===== src/hdl/pgd_pkg.sv =====
// Shared types, constants and helpers for the peak meter with accelerating falloff.
package pgd_pkg;

  // Number of meter channels held in the state memory.
  localparam int CHANNELS = 32;
  localparam int AddrW = (CHANNELS > 1) ? $clog2(CHANNELS) : 1;

  // Field widths.
  localparam int ChanW = 5;
  localparam int LevelW = 17;
  localparam int StepW = 8;
  localparam int AccelW = 16;
  localparam int UseW = 6;
  localparam int CfgIdxW = 2;
  localparam int CfgDataW = 16;

  // Full scale level 1.0 in unsigned 1.16 and the step counter ceiling.
  localparam logic [LevelW-1:0] LevelOne = LevelW'(65536);
  localparam logic [StepW-1:0] StepMax = StepW'(255);
  localparam logic [UseW-1:0] UseReset = UseW'(32);

  // Configuration register indexes.
  localparam logic [CfgIdxW-1:0] CfgFallAccel = CfgIdxW'(0);
  localparam logic [CfgIdxW-1:0] CfgChanUse = CfgIdxW'(1);

  typedef struct packed {
    logic [ChanW-1:0]  channel;
    logic [LevelW-1:0] level_in;
  } in_item_t;

  typedef struct packed {
    logic [LevelW-1:0] peak_out;
    logic              bad_channel;
  } out_item_t;

  // One channel entry of the state memory.
  typedef struct packed {
    logic [LevelW-1:0] peak;
    logic [StepW-1:0]  steps;
  } entry_t;

  localparam int EntryW = $bits(entry_t);

  // Map a channel index onto a memory address.
  function automatic logic [AddrW-1:0] chan_addr(input logic [ChanW-1:0] ch);
    logic [31:0] wide;
    wide = 32'(ch);
    return wide[AddrW-1:0];
  endfunction

endpackage


===== src/hdl/pgd_ram.sv =====
// Generic single write port, single read port RAM with a registered read.
module pgd_ram #(
  parameter int Width = 8,
  parameter int Depth = 32
) (
  input  logic                                     clk_i,
  input  logic                                     we_i,
  input  logic [((Depth > 1) ? $clog2(Depth) : 1)-1:0] waddr_i,
  input  logic [Width-1:0]                         wdata_i,
  input  logic                                     re_i,
  input  logic [((Depth > 1) ? $clog2(Depth) : 1)-1:0] raddr_i,
  output logic [Width-1:0]                         rdata_o
);

  logic [Width-1:0] mem_q [Depth];
  logic [Width-1:0] rdata_q;

  // Write port.
  always_ff @(posedge clk_i) begin
    if (we_i) begin
      mem_q[waddr_i] <= wdata_i;
    end
  end

  // Registered read port; the data holds while no read is issued.
  always_ff @(posedge clk_i) begin
    if (re_i) begin
      rdata_q <= mem_q[raddr_i];
    end
  end

  assign rdata_o = rdata_q;

endmodule


===== src/hdl/pgd_update.sv =====
// Peak update datapath: saturation, refresh or accelerating fall of one channel entry.
module pgd_update import pgd_pkg::*; (
  input  entry_t              cur_i,
  input  logic [LevelW-1:0]   level_i,
  input  logic [AccelW-1:0]   accel_i,
  output entry_t              nxt_o
);

  logic [LevelW-1:0]          lvl_sat;
  logic [StepW:0]             odd;
  logic [AccelW+StepW:0]      drop;
  logic [AccelW+StepW:0]      peak_wide;

  // Clamp the level to full scale.
  assign lvl_sat = (level_i > LevelOne) ? LevelOne : level_i;

  // The fall per step is accel * (2n - 1), nothing on the first step.
  assign odd = (cur_i.steps == '0) ? '0 : ({cur_i.steps, 1'b1} - (StepW+1)'(2));
  assign drop = (AccelW+StepW+1)'(accel_i) * (AccelW+StepW+1)'(odd);
  assign peak_wide = (AccelW+StepW+1)'(cur_i.peak);

  always_comb begin
    nxt_o = cur_i;
    if (lvl_sat >= cur_i.peak) begin
      nxt_o.peak = lvl_sat;
      nxt_o.steps = '0;
    end else if (cur_i.peak != '0) begin
      if (drop >= peak_wide) begin
        nxt_o.peak = '0;
      end else begin
        nxt_o.peak = cur_i.peak - drop[LevelW-1:0];
      end
      if (cur_i.steps != StepMax) begin
        nxt_o.steps = cur_i.steps + StepW'(1);
      end
    end
  end

endmodule


===== src/hdl/multichannel_peak_gravity_decay.sv =====
// Multichannel peak meter with accelerating falloff: memory read, update, write back.
// Stage one takes each input transfer and issues the memory read; the result register
// loads when stage one advances. Throughput: one item per cycle unless the output stalls,
// set by the single read-modify-write pass over the memory, with the last write forwarded.
// Reset: configuration returns to its defaults and per-channel valid flops clear at once,
// so every channel reads as zero peak and zero steps; no clearing pass is needed.
module multichannel_peak_gravity_decay import pgd_pkg::*; (
  input  logic                 clk_i,
  input  logic                 rst_ni,
  input  logic                 in_valid_i,
  output logic                 in_ready_o,
  input  in_item_t             in_data_i,
  output logic                 out_valid_o,
  input  logic                 out_ready_i,
  output out_item_t            out_data_o,
  input  logic                 cfg_valid_i,
  output logic                 cfg_ready_o,
  input  logic [CfgIdxW-1:0]   cfg_idx_i,
  input  logic [CfgDataW-1:0]  cfg_data_i
);

  logic [AccelW-1:0]   accel_q;
  logic [UseW-1:0]     use_q;
  logic [CHANNELS-1:0] ent_vld_q;

  logic                in_xfer;
  logic                s1_valid_q;
  logic [ChanW-1:0]    s1_chan_q;
  logic [LevelW-1:0]   s1_level_q;
  logic                s1_vld_q;
  logic                s1_adv;
  logic                s1_bad;
  logic [AddrW-1:0]    s1_addr;

  logic                fwd_valid_q;
  logic [AddrW-1:0]    fwd_addr_q;
  entry_t              fwd_data_q;

  logic [EntryW-1:0]   rd_data;
  entry_t              cur_ent;
  entry_t              nxt_ent;
  logic                wr_en;

  logic                out_valid_q;
  out_item_t           out_q;

  // Configuration writes are always taken.
  assign cfg_ready_o = 1'b1;

  always_ff @(posedge clk_i or negedge rst_ni) begin
    if (!rst_ni) begin
      accel_q <= '0;
      use_q <= UseReset;
    end else if (cfg_valid_i) begin
      case (cfg_idx_i)
        CfgFallAccel: accel_q <= cfg_data_i[AccelW-1:0];
        CfgChanUse:   use_q <= cfg_data_i[UseW-1:0];
        default:      ;
      endcase
    end
  end

  // Handshake: the update stage moves on whenever the output register is free or draining.
  assign s1_adv = s1_valid_q && (!out_valid_q || out_ready_i);
  assign in_ready_o = !s1_valid_q || s1_adv;
  assign in_xfer = in_valid_i && in_ready_o;

  // Stage one holds the item while its memory read completes.
  always_ff @(posedge clk_i or negedge rst_ni) begin
    if (!rst_ni) begin
      s1_valid_q <= 1'b0;
    end else if (in_ready_o) begin
      s1_valid_q <= in_valid_i;
    end
  end

  always_ff @(posedge clk_i) begin
    if (in_xfer) begin
      s1_chan_q <= in_data_i.channel;
      s1_level_q <= in_data_i.level_in;
      s1_vld_q <= ent_vld_q[chan_addr(in_data_i.channel)];
    end
  end

  pgd_ram #(
    .Width (EntryW),
    .Depth (CHANNELS)
  ) u_state_ram (
    .clk_i   (clk_i),
    .we_i    (wr_en),
    .waddr_i (s1_addr),
    .wdata_i (nxt_ent),
    .re_i    (in_xfer),
    .raddr_i (chan_addr(in_data_i.channel)),
    .rdata_o (rd_data)
  );

  // Channel check against the active count and the memory depth.
  assign s1_addr = chan_addr(s1_chan_q);
  assign s1_bad = (UseW'(s1_chan_q) >= use_q) || (32'(s1_chan_q) >= 32'(CHANNELS));

  // Current entry: the last write wins over the memory, and a never written entry is zero.
  always_comb begin
    if (fwd_valid_q && (fwd_addr_q == s1_addr)) begin
      cur_ent = fwd_data_q;
    end else if (s1_vld_q) begin
      cur_ent = entry_t'(rd_data);
    end else begin
      cur_ent = '0;
    end
  end

  pgd_update u_update (
    .cur_i   (cur_ent),
    .level_i (s1_level_q),
    .accel_i (accel_q),
    .nxt_o   (nxt_ent)
  );

  assign wr_en = s1_adv && !s1_bad;

  // Forwarding register and per-entry valid flags follow every write.
  always_ff @(posedge clk_i or negedge rst_ni) begin
    if (!rst_ni) begin
      fwd_valid_q <= 1'b0;
      ent_vld_q <= '0;
    end else if (wr_en) begin
      fwd_valid_q <= 1'b1;
      ent_vld_q[s1_addr] <= 1'b1;
    end
  end

  always_ff @(posedge clk_i) begin
    if (wr_en) begin
      fwd_addr_q <= s1_addr;
      fwd_data_q <= nxt_ent;
    end
  end

  // Output register decouples the result side from the update stage.
  always_ff @(posedge clk_i or negedge rst_ni) begin
    if (!rst_ni) begin
      out_valid_q <= 1'b0;
    end else if (!out_valid_q || out_ready_i) begin
      out_valid_q <= s1_valid_q;
    end
  end

  always_ff @(posedge clk_i) begin
    if (s1_adv) begin
      out_q.peak_out <= s1_bad ? '0 : nxt_ent.peak;
      out_q.bad_channel <= s1_bad;
    end
  end

  assign out_valid_o = out_valid_q;
  assign out_data_o = out_q;

endmodule


===== config.mk =====
export PLATFORM = sky130hd
export DESIGN_NAME = multichannel_peak_gravity_decay
export DESIGN_NICKNAME = d
export VERILOG_FILES = /design/src/hdl/pgd_pkg.sv /design/src/hdl/pgd_ram.sv /design/src/hdl/pgd_update.sv /design/src/hdl/multichannel_peak_gravity_decay.sv
export SDC_FILE = /design/constraint.sdc
export NUM_CORES = 1
export LEC_CHECK = 0
export BUFFER_PORTS_ARGS = -buffer_cell sky130_fd_sc_hd__buf_2
export CAP_MARGIN = 20
export CORE_ASPECT_RATIO = 0.8
export CORE_MARGIN = 2
export CORE_UTILIZATION = 55
export CTS_CLUSTER_DIAMETER = 200
export CTS_CLUSTER_SIZE = 20
export DETAILED_ROUTE_END_ITERATION = 10
export PLACE_DENSITY = 0.85
export SLEW_MARGIN = 10
export SYNTH_ARGS = -nofsm -noshare
export SYNTH_HDL_FRONTEND = slang
export SYNTH_SLANG_ARGS = --single-unit

===== constraint.sdc =====
create_clock -name clk_i -period 9.8 [get_ports clk_i]
set_input_delay 0.98 -clock clk_i [delete_from_list [all_inputs] [get_ports clk_i]]
set_output_delay 0.98 -clock clk_i [all_outputs]
set_load 0.1 [all_outputs]

# After elaboration in Yosys (flattened, before gate mapping)
# Memory sizes are Yosys's and may differ from the RTL's. A register that Yosys moved wholly into a read port is not among the register bits.
# Index checks and enable logic that the tools add are counted.
op_classes:
  n_mul: 1
  bitwise_logic: 1
  add_sub_neg: 3
  n_lt_le_gt_ge: 7
  n_reduce_logical: 15
  mux: 14
  eq_ne: 3
op_table:
  columns: ["cell", "count"]
  rows:
  - ["2-to-1 mux 25 bit", 4]
  - ["2-to-1 mux 17 bit", 2]
  - ["bitwise OR 32 bit", 1]
  - [">= comparator 25 x 17 -> 1 bit", 1]
  - ["multiplier 16 x 9 -> 25 bit", 1]
  - [">= comparator 17 bit", 1]
  - ["greater-than comparator 17 bit (second input constant)", 1]
  - ["nonzero test 17 bit", 1]
  - ["subtractor 17 bit", 1]
  - ["< comparator 5 x 6 -> 1 bit (second input constant)", 2]
  - ["2-to-1 mux 9 bit", 1]
  - ["subtractor 9 x 2 -> 9 bit (second input constant)", 1]
  - ["adder 8 x 1 -> 8 bit (second input constant)", 1]
  - ["logical NOT 8 bit", 1]
  - ["2-to-1 mux 8 bit", 1]
  - ["inequality test 8 bit (second input constant)", 1]
  - [">= comparator 5 x 6 -> 1 bit", 1]
  - ["binary-select mux 1 bit (select 5 bit)", 1]
  - ["demux 1 bit (select 5 bit)", 1]
  - ["== test 5 bit", 1]
  - [">= comparator 5 x 1 -> 1 bit (second input constant)", 1]
  - ["logical AND 1 bit", 5]
  - ["2-to-1 mux 1 bit", 4]
  - ["AND reduction 2 bit", 2]
  - ["other kinds (4)", 7]
totals:
  mem_count: 1
  ramBits: 800
  reg_bits: 128
  output_inout_bits: 21
  elab_cells: 59
memory_table:
  columns: ["memory", "words", "word_bits", "read_ports", "rd_ports_with_merged_regs", "write_ports", "line", "text"]
  rows:
  - ["u_state_ram.mem_q", 32, 25, 1, 1, 1, "pgd_ram.sv:15", "logic [Width-1:0] mem_q [Depth];"]

# Depth between registers and ports, before layout
logic_depth:
  depth_word: 10
  depth_mapped: 42
  ltp_nobuf: 34

# Modules after synthesis
# Synthesis repeated with hierarchy kept, for this count alone.
unflattened:
  cells_unflattened: 3047
  area_unflattened_um2: 44287.5
modules_own_cells:
  columns: ["mod", "area_per_inst_um2", "cells_each", "instances"]
  rows:
  - ["pgd_ram", 32077.0, 1778, 1]
  - ["pgd_update", 6894.1, 882, 1]
  - ["multichannel_peak_gravity_decay", 5316.3, 387, 1]

# Worst setup path before layout
# OpenSTA, ideal clock, no wires.
synth_timing:
  path_kind: "register to register"
  from: "register s1_chan_q[2] (netlist: s1_addr[2])"
  to: "register fwd_data_q[13] (netlist name) (data pin)"
  arrival_ns: 10.174
  path_slack_ns: -0.836
  path_buffers: 10
  required_ns: 9.338
  path_stages_with_launch: 42
  path_cell_list: "edfxtp_1 buf_2 xnor2_1 and2_1 buf_2 and2_0 buf_4 buf_4 a21oi_2 clkbuf_1 ha_1 nand3_1 or4_1 buf_2 buf_6 buf_6 and3_1 fa_1 [6 not listed] clkbuf_1 a21o_1 a311o_1 a211o_1 a21oi_1 nor3_1 nor2_1 xnor2_1 ha_1 a211oi_1 nor2_1 a2111o_1 a31oi_1 nand4_1 nor4_2 nand4_2 clkbuf_1 o21ai_0"
synth_rtl:
  columns: ["item", "line", "text"]
  rows:
  - ["start: declaration", "multichannel_peak_gravity_decay.sv:28", "logic [ChanW-1:0] s1_chan_q;"]
  - ["start signal: assignment", "multichannel_peak_gravity_decay.sv:79", "s1_chan_q <= in_data_i.channel;"]
  - ["end signal: assignment", "multichannel_peak_gravity_decay.sv:136", "fwd_data_q <= nxt_ent;"]
  - ["end: declaration", "multichannel_peak_gravity_decay.sv:37", "entry_t fwd_data_q;"]

==> results.txt <==
----------------------------------------------------
[Detailed routing]
  Pre-antenna DRT Iters ... 6
  Remaining antenna violation count ... 0
  Number of remaining DRC errors ... 0
  Vias/cell ... 6.802
  Via Count ... approximately 25000
  Starting DRC count in detailed routing ... between 3000 and 4000
  Routed wire length per instance ... ~32 microns
  Final Routed Wirelength ... about 120 mm

[STA]
  Worst Tran Pin Value ... around 1.2 ns
  Post-layout minimum cycle time ... 9.441 ns
  Period utilization ... 0.9634
  Rel. slew slack ... 0.1974
  Final hold violation count ... 0
  Count of endpoints failing setup in the final report ... 0
  Unrepaired setup endpoints after global routing ... false
  Highest achievable clock rate ... 105.9 MHz
  Max Transition Viols Final ... 0
  Max Clock Skew ... about 0.032 ns

[Clocking]
  Quantity of hold-fixing buffers added after cts ... 0
  Clock tree root driver cell ... sky130_fd_sc_hd__clkbuf_16
  Clock sink total ... 953
  Clock-pin slew on the worst setup and hold paths ... around 0.09 ns
  Skew-Pair Late Insertion Delay ... ~0.66 ns
  H-tree level count ... 2
  TritonCTS buffer count ... 53
  Longest Clk Path Bufs ... 3
  Clock tree from TritonCTS ... built

[Synthesis]
  Flops & latches, synth ... ~950
  Post-Syn Area ... around 0.043 sq mm
  Total nets after synthesis ... 2718
  Total of warnings raised by yosys ... 0
  Most used flip-flop cell after synthesis ... sky130_fd_sc_hd__edfxtp_1
  Part of the Yosys area used for sequential elements ... 0.6520
  Average size of a mapped cell ... between 15 and 20 sq um
  Post-synth EDFFs ... 896
  Synth async-reset ratio ... 0.05981
  Number of unique standard cell types used by synthesis ... 73
  Synthesized netlist cell count ... between 2000 and 2500

[Setup path]
  Critical path required time ... between 10 and 15 ns
  Critical Path End Type ... flip-flop
  Worst Path Class, Setup ... flip-flop to flip-flop
  Biggest cell delay along the critical path ... 0.62 ns
  Worst Path Buf+Inv ... 5
  Critical-path top delay cell ... sky130_fd_sc_hd__or4_4
  Endpoint arrival time on the critical path ... a little under 10 ns
  Kind of launch point of the worst setup path ... flip-flop
  CP delay by family, top ... adder cells
  Cell repeated most along the worst path ... sky130_fd_sc_hd__fa_1
  Maximum fanout along the worst path ... 33

[Floorplan]
  Core area ... 0.07851 sq mm
  Chip Width ... between 300 and 400 microns
  I/O pin cnt ... between 60 and 70
  Starting utilization of the core area ... 0.5536
  Height of the die ... 255.4 microns
  Number of core rows ... 92
  Die outline area ... 0.08130 sq mm

[Finish]
  Layout cell share with drive strength beyond 1 ... 0.2519
  Count of nets after finishing ... between 2000 and 3000
  Total non-filler cell area in the finished layout ... 0.04730 sq mm
  Diodes inserted ... 0
  Most common cell after layout, fill and taps aside ... sky130_fd_sc_hd__edfxtp_1
  Layout Area Growth over Synthesis ... 8.841%
  Commonest non-fill, non-tap cells in the layout ... 896 x sky130_fd_sc_hd__edfxtp_1, 260 x sky130_fd_sc_hd__mux4_2, 167 x sky130_fd_sc_hd__inv_1

[Placement]
  Placed wire-length estimate after detailed placement ... 68.54 mm
  GPL Wtd Cong ... around 0.97
  Cell area after placement ... roughly 0.046 sq mm
  Count of port buffers added during placement ... 64

[GRT]
  Pin count of the biggest net entering global routing ... between 80 and 90
  Number of global-route vias before repair ... 24590
  Gr ovfl total ... 0
  First-pass GRT wire length ... ~170 mm
  Antenna violations before repair ... 4
  Aggregate global-route resource usage ... 0.2854

[Hold path]
  Hold WC Path Type ... input port to async pin

[Flow run]
  Max Cap Violations ... 0

[Run status]
  Status ... completed

----------------------------------------------------
cell type report:
cell class                 count  area, sq um
clock inverter                 3        47.55
inverter                     167        626.9
tap                         1034         1294
sequential                   953        28330
clock buffer                  71         1394
fill                        5372        31200
multi-input combinational   1232        14440
timing repair buffer         158         1171
stage by stage:
stage                     setup TNS, ns  utilization  std cells  worst slack (ns)  hold WS (ns)
final                                 0       0.6025       3618            0.3587        0.4710
after CTS                             0       0.5994       3608            0.1393        0.4665
after detailed placement         -41.74       0.5810       3534           -0.1307        0.4562
after global placement                0       0.5807       3533           0.06091        0.4471
after floorplan                  -97.79            -       2470           -0.2994        0.4301
after global routing                  0       0.6025       3618         0.0003411        0.4881
routing by layer:
| metal | wire (microns) | GRT usage | vias up |
|---|---|---|---|
| met5 | 0 | 0 | - |
| met4 | 4824 | 0.09544 | 0 |
| met3 | 15940 | 0.06539 | 341 |
| met2 | 52950 | 0.4366 | 1983 |
| met1 | 42040 | 0.4112 | 12550 |
| li1 | - | - | 9738 |
synth_stat cells, types with 25 or more instances:
library cell	instances	area share
sky130_fd_sc_hd__or2_2	31	0.0045
sky130_fd_sc_hd__clkbuf_1	80	0.0069
sky130_fd_sc_hd__inv_1	167	0.014
sky130_fd_sc_hd__dfrtp_1	56	0.032
sky130_fd_sc_hd__nand3_1	50	0.0058
sky130_fd_sc_hd__ha_1	103	0.030
sky130_fd_sc_hd__edfxtp_1	896	0.62
sky130_fd_sc_hd__nor2b_1	28	0.0040
sky130_fd_sc_hd__mux2_2	50	0.013
sky130_fd_sc_hd__nand2_1	117	0.010
sky130_fd_sc_hd__and3_1	49	0.0071
sky130_fd_sc_hd__o21ai_0	36	0.0041
sky130_fd_sc_hd__xnor2_1	25	0.0050
sky130_fd_sc_hd__fa_1	100	0.046
sky130_fd_sc_hd__nor2_1	70	0.0060
sky130_fd_sc_hd__a21oi_1	50	0.0058
sky130_fd_sc_hd__mux4_2	260	0.13
sky130_fd_sc_hd__a21o_1	25	0.0043
worst paths after layout:
| path | start | to | slack (ns) | cells after the start |
|---|---|---|---|---|
| setup / recovery | s1_addr[1] | u_state_ram.mem_q[6][16] | 0.36 | 34 |
| hold / removal | rst_ni | s1_valid_q | 0.47 | 2 |
| setup reg to reg | s1_addr[1] | u_state_ram.mem_q[6][16] | 0.36 | 34 |
| hold reg to reg | ent_vld_q[15] | ent_vld_q[15] | 0.47 | 1 |
| max in group asynchronous | rst_ni | accel_q[13] | 8.87 | 2 |
| min in group clk_i | ent_vld_q[15] | ent_vld_q[15] | 0.47 | 1 |
state kept, by name, summed over array words and instances (netlist names):
register and flops:
fwd_addr_q 5, out_valid_o 1, s1_level_q 17, u_state_ram.rdata_o 25
fwd_data_q 25, use_q 6, s1_addr 5, accel_q 16
fwd_valid_q 1, out_data_o 18, u_state_ram.mem_q 800, s1_vld_q 1
ent_vld_q 32, s1_valid_q 1
what timing repair did:
item,CTS,global route
setup endpoints to repair,565,578
setup buffers,0,6
pin swaps,0,2
resized for setup,1,37
cloned,0,2
cells by family after synthesis:
family                     after synthesis  synth area share
AOI/OAI and AO/OA                      223           0.03478
xor gates and xnor gates                42          0.008464
adders and majority gates              203           0.07572
buffers and inverters                  287           0.02608
DFF                                    953            0.6520
muxes                                  314            0.1492
other                                    1        0.00008629
and+or+nand+nor                        447           0.05372
Power is left out: the tool's default activity adds up to more than one toggle a clock period on the data nets, which glitch-free logic cannot reach.
